[src/sv/pip_pkg.sv]
`default_nettype none

package pip_pkg;

   typedef enum logic [1:0] {
      LOC_OUTSIDE  = 2'd0,
      LOC_BOUNDARY = 2'd1,
      LOC_INSIDE   = 2'd2
   } location_type;

   // load strobes for the four pipeline stages of an edge unit
   typedef struct packed {
      logic ld_op;
      logic ld_diff;
      logic ld_prod;
      logic ld_flag;
   } stage_en_type;

   typedef struct packed {
      logic on_edge;
      logic crossing;
   } edge_flags_type;

   // per-request bookkeeping that travels alongside the edge pipelines
   typedef struct packed {
      logic first;
      logic last;
      logic use_a;
      logic use_b;
   } meta_type;

endpackage

`default_nettype wire

[src/sv/pip_edge_unit.sv]
`default_nettype none

module pip_edge_unit #(
   parameter int COORD_WIDTH = 16
) (
   input  wire logic                          clock,
   input  wire pip_pkg::stage_en_type         en,
   input  wire logic signed [COORD_WIDTH-1:0] ax,
   input  wire logic signed [COORD_WIDTH-1:0] ay,
   input  wire logic signed [COORD_WIDTH-1:0] bx,
   input  wire logic signed [COORD_WIDTH-1:0] by,
   input  wire logic signed [COORD_WIDTH-1:0] px,
   input  wire logic signed [COORD_WIDTH-1:0] py,
   output pip_pkg::edge_flags_type            flags
);

   localparam int DW = COORD_WIDTH + 1;
   localparam int PW = 2 * DW;
   localparam int SW = PW + 1;

   // stage 1: operands
   logic signed [COORD_WIDTH-1:0] ax_ff, ay_ff, bx_ff, by_ff, px_ff, py_ff;

   // stage 2: differences and y compares
   logic signed [DW-1:0] d1_ff, d2_ff, d3_ff, d4_ff, d5_ff, d6_ff, d7_ff, d8_ff;
   logic signed [DW-1:0] d1_in, d2_in, d3_in, d4_in, d5_in, d6_in, d7_in, d8_in;
   logic a_lt_b_ff, a_le_p_ff, b_gt_p_ff;

   // stage 3: products
   logic signed [PW-1:0] m1_ff, m2_ff, m3_ff, m4_ff;
   logic signed [PW-1:0] m1_in, m2_in, m3_in, m4_in;
   logic a_lt_b2_ff, a_le_p2_ff, b_gt_p2_ff;

   // stage 4: flags
   logic signed [SW-1:0] cross_in, dot_in;
   pip_pkg::edge_flags_type flags_ff, flags_in;

   always_ff @(posedge clock) begin
      if (en.ld_op) begin
         ax_ff <= ax;
         ay_ff <= ay;
         bx_ff <= bx;
         by_ff <= by;
         px_ff <= px;
         py_ff <= py;
      end
   end

   // cross(b - a, p - a) and dot(a - p, b - p)
   always_comb begin
      d1_in = DW'(bx_ff) - DW'(ax_ff);
      d2_in = DW'(py_ff) - DW'(ay_ff);
      d3_in = DW'(by_ff) - DW'(ay_ff);
      d4_in = DW'(px_ff) - DW'(ax_ff);
      d5_in = DW'(ax_ff) - DW'(px_ff);
      d6_in = DW'(bx_ff) - DW'(px_ff);
      d7_in = DW'(ay_ff) - DW'(py_ff);
      d8_in = DW'(by_ff) - DW'(py_ff);
   end

   always_ff @(posedge clock) begin
      if (en.ld_diff) begin
         d1_ff     <= d1_in;
         d2_ff     <= d2_in;
         d3_ff     <= d3_in;
         d4_ff     <= d4_in;
         d5_ff     <= d5_in;
         d6_ff     <= d6_in;
         d7_ff     <= d7_in;
         d8_ff     <= d8_in;
         a_lt_b_ff <= ay_ff < by_ff;
         a_le_p_ff <= ay_ff <= py_ff;
         b_gt_p_ff <= by_ff > py_ff;
      end
   end

   always_comb begin
      m1_in = d1_ff * d2_ff;
      m2_in = d3_ff * d4_ff;
      m3_in = d5_ff * d6_ff;
      m4_in = d7_ff * d8_ff;
   end

   always_ff @(posedge clock) begin
      if (en.ld_prod) begin
         m1_ff      <= m1_in;
         m2_ff      <= m2_in;
         m3_ff      <= m3_in;
         m4_ff      <= m4_in;
         a_lt_b2_ff <= a_lt_b_ff;
         a_le_p2_ff <= a_le_p_ff;
         b_gt_p2_ff <= b_gt_p_ff;
      end
   end

   // downward edges are swapped before the half-open test, which flips the turn sign
   always_comb begin
      cross_in          = SW'(m1_ff) - SW'(m2_ff);
      dot_in            = SW'(m3_ff) + SW'(m4_ff);
      flags_in.on_edge  = (cross_in == '0) && (dot_in <= 0);
      flags_in.crossing = a_lt_b2_ff ? (a_le_p2_ff && b_gt_p2_ff && (cross_in > 0))
                                     : (!b_gt_p2_ff && !a_le_p2_ff && (cross_in < 0));
   end

   always_ff @(posedge clock) begin
      if (en.ld_flag) begin
         flags_ff <= flags_in;
      end
   end

   assign flags = flags_ff;

endmodule

`default_nettype wire

[config.mk]
export PLATFORM = sky130hd
export DESIGN_NAME = pip_edge_unit
export DESIGN_NICKNAME = d
export VERILOG_FILES = /design/src/sv/pip_pkg.sv /design/src/sv/pip_edge_unit.sv
export SDC_FILE = /design/constraint.sdc
export NUM_CORES = 2
export LEC_CHECK = 0
export ABC_AREA = 1
export BUFFER_PORTS_ARGS = -buffer_cell sky130_fd_sc_hd__buf_4
export CORE_UTILIZATION = 60
export DETAILED_ROUTE_END_ITERATION = 16
export PLACE_DENSITY = 0.76
export SETUP_SLACK_MARGIN = 0.2
export SLEW_MARGIN = 10
export SYNTH_ARGS = -nofsm -noshare
export SYNTH_HDL_FRONTEND = slang
export SYNTH_SLANG_ARGS = --single-unit
[constraint.sdc]
create_clock -name clock -period 11.9 [get_ports clock]
set_clock_uncertainty 0.15 [all_clocks]
set_input_delay 2.38 -clock clock [delete_from_list [all_inputs] [get_ports clock]]
set_output_delay 2.38 -clock clock [all_outputs]
set_load 0.03 [all_outputs]
==> impl_metrics.json <==
{
  "status": "complete, no violations",
  "clock_sinks": 374,
  "num_vias": 49473,
  "cts_hold_buffers": 0,
  "rsz0062_at_grt": "false",
  "max_freq_mhz": 148,
  "path_delay_family": "adder cells",
  "crit_type": "reg -> reg",
  "grt_usage": 0.316,
  "synthArstFlopShare": 0,
  "areaGrowthSynthToFinish_pct": 4.95,
  "fin_crit_ns": 6.75,
  "hold_viol": 0,
  "multi_input_area_um2": 45800,
  "netlist_area_um2": 66400,
  "dr.pass1.iters": 6,
  "r2r-start": "d3_ff[16]",
  "placementRows": 121,
  "hpwl_mm": 139,
  "critPathMaxFanout": 17,
  "end_kind": "flip-flop",
  "hold_path_depth": 0,
  "worstSetupPathDepth": 20,
  "syn_nets": 9635,
  "post-route-period-util": 0.567,
  "cts_setup_buffers": 0,
  "htree_levels": 2,
  "n_antenna_cell": 0,
  "drc": 0,
  "cts_resized": 0,
  "worstSkewPairLatency_ns": 0.66,
  "start_util": 0.608,
  "cts_tree": "built",
  "antenna_found_initial": 3,
  "die_h_um": 335,
  "die_area_um2": 112000,
  "startpoint_type": "flip-flop",
  "routed_wl_mm": 170,
  "postRouteAntennaNets": 0,
  "root_buffer": "clkbuf_16",
  "slowest_delay_ns": 0.92,
  "cpMaxStageDelayCell": "edfxtp_1",
  "seq_area_frac_synth": 0.169,
  "crit_path_cell_trace": "nand2_1, inv_1, fa_1, fa_1, fa_1, fa_1, fa_1, inv_1, fa_1, inv_1, ha_1, a21oi_1, o21ai_0, inv_1, o221ai_1, a21oi_1, nand2_1, a21o_1, a21oi_1, xor2_1",
  "setup_viol_count_final": 0,
  "cp.arrival_ns": 7.00,
  "cts_buffers": 48,
  "tightest_slew_ns": 1.05,
  "synth_seq_cells": 374,
  "io_buffer_count": 102,
  "synthCells": 7802,
  "cap_viol_max_count": 0,
  "maxSlewViolCount": 0,
  "hold_class": "reg -> reg",
  "design.core.area_um2": 109000,
  "synth_warnings": 0,
  "ys.flop_type": "edfxtp_1",
  "nets": 9508,
  "vias_per_cell": 5.38,
  "path_clk_slew_ns": 0.07,
  "slew_headroom": 0.303,
  "cp_num_buf_inv": 4,
  "first_iter_violations": 4066,
  "seq_area_um2": 11200,
  "detail_route.wl_per_cell_um": 18.5,
  "die_x_um": 335,
  "final_common_cell": "inv_1",
  "required_ns": 12.15,
  "tns_ns": 0,
  "grt_pass1_wl_mm": 276,
  "nFillCells": 9279,
  "layout-drive-gt1-share": 0.0325,
  "avgSynthCellArea_um2": 8.51,
  "gp_congestion": 0.957,
  "clk_path_buf_depth": 3,
  "grt_pass1_vias": 52877,
  "top_level_ports": 103,
  "synth_edf_count": 374,
  "overflow": 0,
  "layout_common_cells": "inv_1 (2,198), nand2_1 (1,719), fa_1 (1,193)",
  "grt_max_degree": 74,
  "min-delay-start": "b_gt_p_ff",
  "crit_path_frequent_cell": "fa_1",
  "reg2reg_depth": 20,
  "cp-startpoint": "d3_ff[16]",
  "synth_cell_types": 57
}
-- final cells by class --
type,count,area share
multi-input cells,4926,0.657
flip-flops and latches,374,0.161
inverters,2209,0.119
well taps,1476,0.0265
clock buffers,51,0.0177
repair buffers,116,0.0126
clock inverters,38,0.00616
-- routing by layer --
layer	GRT usage	vias to the layer above	wire, um
li1	-	22700	-
met1	0.415	24378	67800
met2	0.526	2009	80300
met3	0.0437	384	13500
met4	0.138	2	8130
met5	0	-	13
-- cell usage after synthesis, types with 9 or more instances --
library cell / number / area share
o21ai_0: 103 / 0.0078
o21bai_1: 16 / 0.0018
o21ai_1: 49 / 0.0037
clkbuf_1: 290 / 0.016
inv_2: 9 / 0.00051
xor2_1: 198 / 0.026
o221ai_1: 10 / 0.0013
nor3_1: 32 / 0.0024
a21boi_0: 11 / 0.0012
ha_1: 539 / 0.10
a31oi_1: 21 / 0.0020
inv_1: 2198 / 0.12
nor4_1: 9 / 0.00085
a21oi_1: 305 / 0.023
edfxtp_1: 374 / 0.17
or2_2: 16 / 0.0015
o211ai_1: 11 / 0.0012
fa_1: 1193 / 0.36
nor2_1: 316 / 0.018
nand3_1: 119 / 0.0090
o2111ai_1: 9 / 0.0012
nand3b_1: 10 / 0.0011
a21o_1: 21 / 0.0024
o21a_1: 11 / 0.0012
xnor2_1: 93 / 0.012
nand4_1: 42 / 0.0040
nand2_1: 1719 / 0.097
-- final timing paths --
kind | end | slack (ns)
worst max-delay path | m2_ff[33] | 5.15
worst min-delay path | b_gt_p2_ff | 0.27
worst max register to register | m2_ff[33] | 5.15
worst min register to register | b_gt_p2_ff | 0.27
-- through the flow --
stage	utilization	hold slack (ns)	setup WS [ns]	instances	cell area, um^2
4_1_cts	0.638	0.266	5.18	9190	69700
6_report	0.638	0.269	5.15	9190	69700
3_5_place_dp	0.622	0.257	5.22	9101	68000
2_1_floorplan	-	0.250	5.79	7802	66400
5_1_grt	0.638	0.275	4.77	9190	69700
3_3_place_gp	0.622	0.250	5.33	9101	68000
-- logic make-up after synthesis --
| group | after synthesis | synth area share |
|---|---|---|
| buffers and inverters | 2502 | 0.141 |
| AOI/OAI and AO/OA | 617 | 0.0532 |
| muxes | 1 | 0.000151 |
| adders and majority gates | 1732 | 0.461 |
| and+or+nand+nor | 2285 | 0.137 |
| DFF | 374 | 0.169 |
| xor gates and xnor gates | 291 | 0.0384 |
-- state kept, by name, summed over array words and instances (netlist names), 17 cells and up --
signal	flops
d2_ff	17
m3_ff	34
d6_ff	17
m4_ff	34
d3_ff	17
d4_ff	17
d1_ff	17
m1_ff	34
m2_ff	34
d8_ff	17
Power is left out: the tool's default activity adds up to more than one toggle a clock period on the data nets, which glitch-free logic cannot reach.
